==> src/gas_alarm_hold_hysteresis_macros.svh <==
// Assertion macros used by the gas alarm core.
`ifndef GAS_ALARM_HOLD_HYSTERESIS_MACROS_SVH
`define GAS_ALARM_HOLD_HYSTERESIS_MACROS_SVH

// Condition that must hold at every clock edge outside reset.
`define GAM_ASSERT_ALWAYS(label, clk, rst_n, expr, msg) \
    label: assert property (@(posedge clk) disable iff (!rst_n) (expr)) else $error(msg);

// Consequent that must hold in the cycle after the antecedent.
`define GAM_ASSERT_NEXT(label, clk, rst_n, ante, cons, msg) \
    label: assert property (@(posedge clk) disable iff (!rst_n) (ante) |=> (cons)) else $error(msg);

`endif

==> src/gam_pkg.sv <==
// Package with the types, register indexes and reset values of the gas alarm.
`timescale 1ns / 1ps

package gam_pkg;

    localparam int unsigned PPM_W  = 16;
    localparam int unsigned TIME_W = 32;
    localparam int unsigned CFG_W  = 32;
    localparam int unsigned IDX_W  = 3;

    typedef enum logic [1:0] {
        LVL_NONE  = 2'd0,
        LVL_WARN  = 2'd1,
        LVL_ALARM = 2'd2
    } t_level;

    // Register indexes of the configuration port
    localparam logic [IDX_W-1:0] REG_ALARM_PPM     = 3'd0;
    localparam logic [IDX_W-1:0] REG_WARN_PPM      = 3'd1;
    localparam logic [IDX_W-1:0] REG_CLEAR_PPM     = 3'd2;
    localparam logic [IDX_W-1:0] REG_WARN_HOLD_MS  = 3'd3;
    localparam logic [IDX_W-1:0] REG_CLEAR_HOLD_MS = 3'd4;
    localparam logic [IDX_W-1:0] REG_WARMUP_MS     = 3'd5;
    localparam logic [IDX_W-1:0] REG_FRESH_MS      = 3'd6;
    localparam logic [IDX_W-1:0] REG_BOOT_TIME_MS  = 3'd7;

    // Reset values
    localparam logic [PPM_W-1:0]  RST_ALARM_PPM     = 16'd100;
    localparam logic [PPM_W-1:0]  RST_WARN_PPM      = 16'd35;
    localparam logic [PPM_W-1:0]  RST_CLEAR_PPM     = 16'd30;
    localparam logic [TIME_W-1:0] RST_WARN_HOLD_MS  = 32'd180000;
    localparam logic [TIME_W-1:0] RST_CLEAR_HOLD_MS = 32'd30000;
    localparam logic [TIME_W-1:0] RST_WARMUP_MS     = 32'd300000;
    localparam logic [TIME_W-1:0] RST_FRESH_MS      = 32'd5000;
    localparam logic [TIME_W-1:0] RST_BOOT_TIME_MS  = 32'd0;

    typedef struct packed {
        logic [PPM_W-1:0]  alarm_ppm;
        logic [PPM_W-1:0]  warn_ppm;
        logic [PPM_W-1:0]  clear_ppm;
        logic [TIME_W-1:0] warn_hold_ms;
        logic [TIME_W-1:0] clear_hold_ms;
        logic [TIME_W-1:0] warmup_ms;
        logic [TIME_W-1:0] fresh_ms;
        logic [TIME_W-1:0] boot_time_ms;
    } t_cfg;

    typedef struct packed {
        logic [TIME_W-1:0] now_ms;
        logic              sample_valid;
        logic [TIME_W-1:0] sample_time_ms;
        logic [PPM_W-1:0]  gas_ppm;
    } t_sample;

    typedef struct packed {
        t_level level;
        logic   warming_up;
        logic   sample_fresh;
    } t_result;

endpackage

==> src/gas_alarm_hold_hysteresis.sv <==
// Top level of the gas alarm with hold timers and hysteresis.
`timescale 1ns / 1ps

// Gas alarm: each accepted item is one gas sample (current time, valid flag,
// capture time, ppm). The block keeps an alarm level (0 none, 1 warn,
// 2 alarm) and returns one result item per sample with the level after that
// sample, the warm-up flag and the freshness flag. A fresh reading at or
// above alarm_ppm raises alarm at once, even in warm-up; outside warm-up a
// reading at or above warn_ppm held for warn_hold_ms raises warn from none,
// and while a level is set a reading below clear_ppm held for clear_hold_ms
// returns it to none. Stale or invalid samples stop both hold timers. All
// time differences wrap modulo 2^32. Throughput is one item per clock while
// i_ready is high: the sample is registered, then the combinational
// level/timer update writes the state and the result register together, so
// the next sample sees the updated state right away. The accepted item
// passes the input register and then the result register before o_valid
// rises. The result register lets a new item enter while an earlier result
// still waits; o_ready drops only when both the input register and the
// result register are full and i_ready is low.
// Configuration writes (i_cfg_we, i_cfg_idx, i_cfg_data) take effect at the
// next clock edge and must only be issued while no item is in flight.
module gas_alarm_hold_hysteresis
    import gam_pkg::*;
(
    input  logic              i_clk,
    input  logic              i_rst_n,
    // configuration write port
    input  logic              i_cfg_we,
    input  logic [IDX_W-1:0]  i_cfg_idx,
    input  logic [CFG_W-1:0]  i_cfg_data,
    // sample items
    input  logic              i_valid,
    output logic              o_ready,
    input  logic [TIME_W-1:0] i_now_ms,
    input  logic              i_sample_valid,
    input  logic [TIME_W-1:0] i_sample_time_ms,
    input  logic [PPM_W-1:0]  i_gas_ppm,
    // result items
    output logic              o_valid,
    input  logic              i_ready,
    output logic [1:0]        o_alarm_level,
    output logic              o_warming_up,
    output logic              o_sample_fresh
);

    t_cfg    cfg;
    t_sample r_sample;
    logic    r_in_vld;
    t_result core_result;
    t_result r_result;
    logic    r_out_vld;
    logic    advance;
    logic    in_take;

    gam_cfg u_cfg (
        .i_clk      (i_clk),
        .i_rst_n    (i_rst_n),
        .i_cfg_we   (i_cfg_we),
        .i_cfg_idx  (i_cfg_idx),
        .i_cfg_data (i_cfg_data),
        .o_cfg      (cfg)
    );

    // Move the registered sample into the result stage whenever the result
    // register is empty or is being drained this cycle.
    assign advance = r_in_vld && (!r_out_vld || i_ready);
    assign o_ready = !r_in_vld || advance;
    assign in_take = i_valid && o_ready;

    // Input register: hold the sample until the result stage takes it.
    always_ff @(posedge i_clk) begin
        if (!i_rst_n) begin
            r_in_vld <= 1'b0;
        end else if (in_take) begin
            r_in_vld <= 1'b1;
        end else if (advance) begin
            r_in_vld <= 1'b0;
        end
    end

    always_ff @(posedge i_clk) begin
        if (in_take) begin
            r_sample.now_ms         <= i_now_ms;
            r_sample.sample_valid   <= i_sample_valid;
            r_sample.sample_time_ms <= i_sample_time_ms;
            r_sample.gas_ppm        <= i_gas_ppm;
        end
    end

    // Update the level and timers; state is committed only on advance.
    gam_core u_core (
        .i_clk    (i_clk),
        .i_rst_n  (i_rst_n),
        .i_en     (advance),
        .i_cfg    (cfg),
        .i_sample (r_sample),
        .o_result (core_result)
    );

    // Result register: hold the item until the consumer takes it.
    always_ff @(posedge i_clk) begin
        if (!i_rst_n) begin
            r_out_vld <= 1'b0;
        end else if (advance) begin
            r_out_vld <= 1'b1;
        end else if (i_ready) begin
            r_out_vld <= 1'b0;
        end
    end

    always_ff @(posedge i_clk) begin
        if (advance) begin
            r_result <= core_result;
        end
    end

    assign o_valid        = r_out_vld;
    assign o_alarm_level  = r_result.level;
    assign o_warming_up   = r_result.warming_up;
    assign o_sample_fresh = r_result.sample_fresh;

endmodule

==> src/gam_cfg.sv <==
// Configuration register file of the gas alarm.
`timescale 1ns / 1ps

module gam_cfg
    import gam_pkg::*;
(
    input  logic             i_clk,
    input  logic             i_rst_n,
    input  logic             i_cfg_we,
    input  logic [IDX_W-1:0] i_cfg_idx,
    input  logic [CFG_W-1:0] i_cfg_data,
    output t_cfg             o_cfg
);

    t_cfg r_cfg;

    always_ff @(posedge i_clk) begin
        if (!i_rst_n) begin
            r_cfg.alarm_ppm     <= RST_ALARM_PPM;
            r_cfg.warn_ppm      <= RST_WARN_PPM;
            r_cfg.clear_ppm     <= RST_CLEAR_PPM;
            r_cfg.warn_hold_ms  <= RST_WARN_HOLD_MS;
            r_cfg.clear_hold_ms <= RST_CLEAR_HOLD_MS;
            r_cfg.warmup_ms     <= RST_WARMUP_MS;
            r_cfg.fresh_ms      <= RST_FRESH_MS;
            r_cfg.boot_time_ms  <= RST_BOOT_TIME_MS;
        end else if (i_cfg_we) begin
            unique case (i_cfg_idx)
                REG_ALARM_PPM:     r_cfg.alarm_ppm     <= i_cfg_data[PPM_W-1:0];
                REG_WARN_PPM:      r_cfg.warn_ppm      <= i_cfg_data[PPM_W-1:0];
                REG_CLEAR_PPM:     r_cfg.clear_ppm     <= i_cfg_data[PPM_W-1:0];
                REG_WARN_HOLD_MS:  r_cfg.warn_hold_ms  <= i_cfg_data[TIME_W-1:0];
                REG_CLEAR_HOLD_MS: r_cfg.clear_hold_ms <= i_cfg_data[TIME_W-1:0];
                REG_WARMUP_MS:     r_cfg.warmup_ms     <= i_cfg_data[TIME_W-1:0];
                REG_FRESH_MS:      r_cfg.fresh_ms      <= i_cfg_data[TIME_W-1:0];
                REG_BOOT_TIME_MS:  r_cfg.boot_time_ms  <= i_cfg_data[TIME_W-1:0];
            endcase
        end
    end

    assign o_cfg = r_cfg;

endmodule

==> src/gam_core.sv <==
// Alarm level and hold timer state with its per-sample update logic.
`timescale 1ns / 1ps

module gam_core
    import gam_pkg::*;
(
    input  logic    i_clk,
    input  logic    i_rst_n,
    input  logic    i_en,
    input  t_cfg    i_cfg,
    input  t_sample i_sample,
    output t_result o_result
);

    `include "gas_alarm_hold_hysteresis_macros.svh"

    t_level            r_level,       n_level;
    logic              r_warn_run,    n_warn_run;
    logic [TIME_W-1:0] r_warn_start,  n_warn_start;
    logic              r_clear_run,   n_clear_run;
    logic [TIME_W-1:0] r_clear_start, n_clear_start;

    logic [TIME_W-1:0] boot_age;
    logic [TIME_W-1:0] sample_age;
    logic [TIME_W-1:0] warn_elapsed;
    logic [TIME_W-1:0] clear_elapsed;
    logic              warming;
    logic              fresh;
    logic              hit_alarm;

    // All differences wrap modulo 2^32. A timer that is not running starts
    // now, so its elapsed time is zero.
    assign boot_age      = i_sample.now_ms - i_cfg.boot_time_ms;
    assign sample_age    = i_sample.now_ms - i_sample.sample_time_ms;
    assign warn_elapsed  = r_warn_run  ? (i_sample.now_ms - r_warn_start)  : '0;
    assign clear_elapsed = r_clear_run ? (i_sample.now_ms - r_clear_start) : '0;
    assign warming       = (boot_age <= i_cfg.warmup_ms);
    assign fresh         = i_sample.sample_valid && (sample_age <= i_cfg.fresh_ms);
    assign hit_alarm     = (i_sample.gas_ppm >= i_cfg.alarm_ppm);

    always_comb begin
        n_level       = r_level;
        n_warn_run    = r_warn_run;
        n_warn_start  = r_warn_start;
        n_clear_run   = r_clear_run;
        n_clear_start = r_clear_start;
        priority if (!fresh) begin
            n_warn_run  = 1'b0;
            n_clear_run = 1'b0;
        end else if (hit_alarm) begin
            n_level     = LVL_ALARM;
            n_warn_run  = 1'b0;
            n_clear_run = 1'b0;
        end else if (warming) begin
            // hold everything during warm-up
        end else if (i_sample.gas_ppm >= i_cfg.warn_ppm) begin
            n_clear_run = 1'b0;
            n_warn_run  = 1'b1;
            if (!r_warn_run) begin
                n_warn_start = i_sample.now_ms;
            end
            if (r_level == LVL_NONE && warn_elapsed >= i_cfg.warn_hold_ms) begin
                n_level = LVL_WARN;
            end
        end else begin
            n_warn_run = 1'b0;
            if (r_level != LVL_NONE && i_sample.gas_ppm < i_cfg.clear_ppm) begin
                n_clear_run = 1'b1;
                if (!r_clear_run) begin
                    n_clear_start = i_sample.now_ms;
                end
                if (clear_elapsed >= i_cfg.clear_hold_ms) begin
                    n_level     = LVL_NONE;
                    n_clear_run = 1'b0;
                end
            end else begin
                n_clear_run = 1'b0;
            end
        end
    end

    always_ff @(posedge i_clk) begin
        if (!i_rst_n) begin
            r_level     <= LVL_NONE;
            r_warn_run  <= 1'b0;
            r_clear_run <= 1'b0;
        end else if (i_en) begin
            r_level     <= n_level;
            r_warn_run  <= n_warn_run;
            r_clear_run <= n_clear_run;
        end
    end

    always_ff @(posedge i_clk) begin
        if (i_en) begin
            r_warn_start  <= n_warn_start;
            r_clear_start <= n_clear_start;
        end
    end

    assign o_result.level        = n_level;
    assign o_result.warming_up   = warming;
    assign o_result.sample_fresh = fresh;

    `GAM_ASSERT_ALWAYS(a_timers_exclusive, i_clk, i_rst_n, !(r_warn_run && r_clear_run), "warn and clear timers both running")
    `GAM_ASSERT_ALWAYS(a_clear_needs_level, i_clk, i_rst_n, !r_clear_run || (r_level != LVL_NONE), "clear timer running at level none")
    `GAM_ASSERT_NEXT(a_stale_keeps_level, i_clk, i_rst_n, i_en && !fresh, r_level == $past(r_level), "stale sample changed the level")
    `GAM_ASSERT_NEXT(a_alarm_immediate, i_clk, i_rst_n, i_en && fresh && hit_alarm, r_level == LVL_ALARM, "alarm reading did not raise alarm")

endmodule
==> config.mk <==
export PLATFORM = sky130hd
export DESIGN_NAME = gas_alarm_hold_hysteresis
export DESIGN_NICKNAME = d
export VERILOG_FILES = /design/src/gam_pkg.sv /design/src/gas_alarm_hold_hysteresis.sv /design/src/gam_cfg.sv /design/src/gam_core.sv
export VERILOG_INCLUDE_DIRS = /design/src /design/src/src
export SDC_FILE = /design/constraint.sdc
export NUM_CORES = 1
export LEC_CHECK = 0
export ABC_AREA = 0
export CAP_MARGIN = 20
export CORE_MARGIN = 10
export CORE_UTILIZATION = 55
export DETAILED_ROUTE_END_ITERATION = 10
export DONT_BUFFER_PORTS = 1
export PLACE_DENSITY = 0.7
export SLEW_MARGIN = 20
export SYNTH_ARGS = -nofsm -noshare
export SYNTH_HDL_FRONTEND = slang
export SYNTH_SLANG_ARGS = --single-unit
==> constraint.sdc <==
create_clock -name i_clk -period 10.45 [get_ports i_clk]
set_input_delay 0.5225 -clock i_clk [delete_from_list [all_inputs] [get_ports i_clk]]
set_output_delay 0.5225 -clock i_clk [all_outputs]
set_load 0.02 [all_outputs]
; After elaboration in Yosys (flattened, before gate mapping)
; Index checks and enable logic that the tools add are counted.
[word_totals]
ff_bits = 363
output_inout_bits = 6
word_cells = 94
[classes]
add_sub_neg = 4
n_lt_le_gt_ge = 7
eq_ne = 8
mux = 23
n_bitwise = 5
n_reduce_logical = 25
[op_table]
columns = operator, n
row1 = $sub A32 B32 Y32, 4
row2 = $ge A32 B32 Y1, 2
row3 = $le A32 B32 Y1, 2
row4 = $mux W32, 2
row5 = $ge A16 B16 Y1, 2
row6 = $reduce_and A2 Y1, 9
row7 = $lt A16 B16 Y1, 1
row8 = $mux W1, 14
row9 = $mux W2, 7
row10 = $eq A3 B3 Y1 const B, 4
row11 = $reduce_and A7 Y1, 1
row12 = $eq A3 B2 Y1 const B, 2
row13 = $reduce_and A6 Y1, 1
row14 = $reduce_bool A2 Y1, 3
row15 = $logic_and A1 B1 Y1, 5
row16 = $not A1 Y1, 5
row17 = $eq A3 B1 Y1 const B, 1
row18 = $logic_not A3 Y1, 1
row19 = $ne A3 B3 Y1 const B, 1
row20 = $logic_not A1 Y1, 2
row21 = $logic_not A2 Y1, 1
row22 = $logic_or A1 B1 Y1, 2

; Longest topological paths before layout
[logic_depth]
depth_word = 9
mapped_depth = 26
mapped_depth_nobuf = 26

; Cells and area by module
; From an unflattened synthesis, not the netlist that was laid out.
[hier_totals]
cells_unflattened = 2562
hier_area_um2 = 23669.0
[modules_own_cells]
columns = module, n_inst, cells_each, area_per_inst_um2, seq_area_each_um2
row1 = gam_core, 1, 1729, 13289.0, 2001.9
row2 = gam_cfg, 1, 739, 7723.7, 4164.0
row3 = gas_alarm_hold_hysteresis, 1, 94, 2656.3, 2592.5

; Worst setup path before layout
; No wires, ideal clock.
[synth_timing]
path_type = register to register
start = register r_sample[49] (netlist bit)
end = register u_core.r_warn_start[0], enable pin
t_arrival_ns = 7.508
path_slack_ns = 2.441
stages_incl_launch_ff = 24
path_buffers = 0
synth_period_minus_slack_ns = 8.009
path_cell_list = edfxtp_1 inv_1 ha_1 inv_1 fa_1 a21oi_1 nand4b_1 a31oi_1 o2111ai_1 a31oi_1 o31a_1 o21ai_0 a21boi_0 a311o_1 ha_1 a21o_1 a21oi_1 or4_1 o2111a_1 o21bai_1 o21a_1 inv_1 or2_1 nor4_1
[synth_rtl]
columns = element, line
row1 = from (decl), gas_alarm_hold_hysteresis.sv:47  ; t_sample r_sample;
row2 = to (signal assigned), gam_core.sv:96  ; r_warn_start <= n_warn_start;
row3 = to (decl), gam_core.sv:19  ; logic [TIME_W-1:0] r_warn_start, n_warn_start;

==> results <==
- The number of global-route vias before repair came to 18100.
- Counting along the longest clock path gives a buffer depth of 3.
- The fraction of power consumed by combinational cells is about 16%.
- The clock reaches the later pin of the worst-skew pair after 0.58 ns.
- After filler insertion, the fill cell instance count of the layout stands at 3572.
- The class of the tightest hold or removal check is in -> reg.
- For this run, the slowest stage of the critical path takes 0.58 ns.
- Global routing consumed, over all layers together, 25.5% of the routing resources.
- The analysis attributes to net switching a power of 0.978 mW.
- The critical path is of the reg -> reg type.
- The total number of clock tree sinks is 363.
- Setup repair after global routing left no endpoint under its margin.
- The count of nets left with antenna violations once routing finished came out at 0.
- In this run the count of I/O pins placed on the die edge is roughly 130.
- The power density over cell area is 145 nW/um2.
- The cell at the root of the clock tree is clkbuf_16.
- The H-tree was split into 2 levels.
- The weighted congestion at the end of routability-driven global placement is 0.953.
- The proportion of total power due to net switching is 27.1%.
- Using the TritonRoute via totals, the vias-per-cell ratio works out to about 5.9.
- The post-synthesis cell area is 22900 um2.
- In this run the tool buffered the top-level ports with 0 buffer cells.
- The total power is 3.61 mW.
- The global-route wire length before repair is 101000 um.
- For the pin with the worst max-slew slack, the measured transition is ~1.2 ns.
- The fraction of final layout cells with drive strength greater than 1 is 4.62%.
- Yosys printed 0 warnings.
- Of the total power, registers draw 43.1%.
- The count of flip-flops with a built-in enable after synthesis is 149.
- Dividing the synthesized area by the synthesized cell count gives 8.62 um2.
- The highest net fanout along the worst path is 31.
- Summing over every cut layer, the via total after detailed routing is 18700.
- The critical-path cell with the highest stage delay is o311ai_0.
- The initial antenna violation count is 2.
- The clock network is responsible for about two fifths of the overall power.
- The number of nets in the layout is 3054.
- Static timing analysis puts the maximum clock frequency at 147 MHz.
- The startpoint type of the worst setup path is a flip-flop.
- The number of buffers created by CTS is 42.
- The internal power summed over all cells is 2.63 mW.
- The clock arrives with roughly 0.015 ns of skew.
- STA puts the critical path data required time at 10.65 ns.
- The post-route clock period utilization is between 60% and 70%.
- After clock tree synthesis, the clock-pin slew on the worst setup and hold paths is around 0.060 ns.
- The analysis attributes to cell leakage a power of 10.3 nW.
- The area share of the leading cell type in the synthesized netlist is 19.5%.
- The number of standard cells after synthesis is 2662.
- The largest area contributor in the netlist is edfxtp_1.
- The share of synthesized area occupied by flip-flops and latches is a little under two fifths.
- The startpoint of the most critical hold path is i_now_ms[8].
- The number of nets in the synthesized netlist is 3086.
- Setup violations remaining at the end of the flow were counted as 0.
- After synthesis the netlist holds a flip-flop and latch count of 363.
- The number of hold buffers added after CTS was 0.
- After detailed routing, the average wire length per cell comes to 20.4 um.
- After floorplanning, the core was divided into 74 placement rows.
- The shortest clock period the worst path allows after layout is 6.79 ns.
- Data on the critical path arrives at its endpoint at 7.00 ns.
- The layout-stage area growth over the synthesis result is 8.25%.
- The max-capacitance violation count is 0.
- The post-route setup TNS is 0 ns.
- The die width is 224 um.
- The dominant register cell in the synthesized netlist is dfxtp_1.
- STA classifies the critical path endpoint as a flip-flop.
- Tracing the worst setup path back leads to its startpoint at r_sample[49]$_DFFE_PP_.
- Headroom to the max-slew limit came out at 19.2%.
- Post-CTS repair changed the size of 0 cells.
- The CTS tree is built.
- Buffers added to address setup during post-CTS repair amount to 0.
- Summed over all layers, the global routing overflow is 0.
- The height of the chip is 224 um.
- Counting distinct cell types in the post-synthesis netlist gives 83.
- The flow ran to the end, and the final reports show no timing, DRC or antenna violations.
- The total wirelength of the detailed-routed design is roughly 65000 um.
- The half-perimeter wire length after placement is 48700 um.
- The starting density of the core is 55.9%.
- The final-report max-slew violation count was 0.
- The final count of hold timing violations is 0.
- The origin of the critical flop-to-flop path is r_sample[49]$_DFFE_PP_.
- The maximum number of pins on one net before global-route repair is 82.
- The number of optimization iterations in the first detailed-route pass is 5.
- The worst-case IR drop observed on VDD is 0.000101 V.
- Yosys attributes the largest share of cell area to edfxtp_1 (20%), dfxtp_1 (19%), ha_1 (16%).
- After floorplanning, the core was sized to cover 41000 um2.
- The post-synthesis async set-or-reset flop share is 0%.
- The remaining routing DRC violations is 0.
- The area enclosed by the die boundary is a little over 50000 um2.
- The DRC violation total after the first TritonRoute iteration is ~1500.
## sequential cells by signal, indices dropped and copies added (netlist names)
register / cells
u_core.r_level: 2
o_warming_up: 1
u_core.r_clear_start: 32
o_alarm_level: 2
u_core.r_warn_run: 1
u_cfg.o_cfg: 208
o_sample_fresh: 1
r_sample: 81
u_core.r_warn_start: 32
o_valid: 1
r_in_vld: 1
u_core.r_clear_run: 1
## through the flow
step	hold WS [ns]	utilization, %	instances	instance area, um2	worst slack [ns]
detailed placement	0.447	57.1	3117	23400	3.70
floorplan	0.436	-	2662	22900	2.44
global placement	0.442	57.0	3117	23400	3.86
CTS	0.00968	60.4	3195	24800	3.66
global route	0.0176	60.5	3196	24800	3.27
finish	0.0380	60.5	3197	24800	3.66
## power by group through the flow
stage / combinational, mW / sequential [mW] / clock [mW]
detailed placement: 0.548 / 1.59 / 0
finish: 0.559 / 1.56 / 1.49
global placement: 0.532 / 1.59 / 0
CTS: 0.552 / 1.56 / 1.51
global route: 0.627 / 1.56 / 1.56
floorplan: 0.422 / 1.57 / 0
## final timing paths
| path | end | slack [ns] | cells after the start |
|---|---|---|---|
| setup / recovery | u_core.r_warn_start[30]$_DFFE_PP_ | 3.66 | 25 |
| setup reg to reg | u_core.r_warn_start[30]$_DFFE_PP_ | 3.66 | 25 |
| hold reg to reg | u_cfg.o_cfg[49]$_SDFFE_PN0P_ | 0.45 | 2 |
| hold / removal | r_sample[57]$_DFFE_PP_ | 0.04 | 0 |
## worst max-delay path: cells and delay by family, from the launching register on
family / cells / cell delay (ns)
AND/OR/NAND/NOR: 5 / 1.36
buffers and inverters: 4 / 0.85
AO/OA/AOI/OAI: 12 / 2.76
adder cells (fa/ha/maj): 3 / 0.90
flip-flops: 1 / 0.40
XOR/XNOR: 1 / 0.09
## cells in the mapped netlist, types with 6 or more instances
library cell and count:
nor2b_1 30, o211ai_1 46, nor2_1 139, nand3_1 27, nand2_1 439, nand2b_1 29
clkbuf_1 77, o21ai_0 81, o21bai_1 15, a21oi_1 307, dfxtp_1 214, a31oi_1 17
xnor2_1 54, xor2_1 46, nor4_1 6, inv_1 328, edfxtp_1 149, a211oi_1 12
nor3_1 20, o31ai_1 9, or2_2 7, o21a_1 26, ha_1 299, and3_1 9
and2_1 11, nand4_1 35, clkbuf_2 16, a21o_1 101, and4_1 7
## final cells by class
cell class	count	area [um2]	area share [%]
Antenna cell	1	2.50	0.0101
Clock buffer	66	1270	5.14
Clock inverter	12	109	0.438
Inverter	329	1240	4.98
Multi-Input combinational cell	1876	12600	50.8
Sequential cell	363	8760	35.3
Tap cell	532	666	2.68
Timing Repair Buffer	18	159	0.640
## cell families after synthesis
logic type               share of synthesized area (%)
multiplexers                                    0.0873
AO/OA/AOI/OAI                                     19.3
adder cells (fa/ha/maj)                           16.7
buffers and inverters                             7.01
flip-flops                                        38.2
XOR/XNOR                                          3.82
AND/OR/NAND/NOR                                   14.9
## cell usage in the layout (no fill, tap or decap), types with 16 or more instances in the layout
master | Yosys | layout
edfxtp_1 | 149 | 149
nor2_1 | 139 | 133
a31oi_1 | 17 | 17
clkbuf_16 | 0 | 45
nand3_1 | 27 | 26
xnor2_1 | 54 | 54
a21o_1 | 101 | 101
inv_1 | 328 | 327
dfxtp_1 | 214 | 214
nor2b_1 | 30 | 30
o211ai_1 | 46 | 46
xor2_1 | 46 | 46
o21ai_0 | 81 | 80
nor3_1 | 20 | 18
ha_1 | 299 | 299
nand2_1 | 439 | 438
a21oi_1 | 307 | 307
nand4_1 | 35 | 35
o21a_1 | 26 | 26
buf_4 | 0 | 16
nand2b_1 | 29 | 29
## per-layer routing
metal | wire length, um | up-vias | global-route usage [%] | share of wire (%)
met4 | 1820 | 4 | 7.66 | 2.8
met2 | 30000 | 538 | 41.9 | 46
met3 | 4230 | 107 | 4.00 | 6.5
met1 | 29100 | 8965 | 34.1 | 45
li1 | - | 9121 | - | -
met5 | 37 | - | 0 | 0.057
Power figures use the tool's default switching activity.
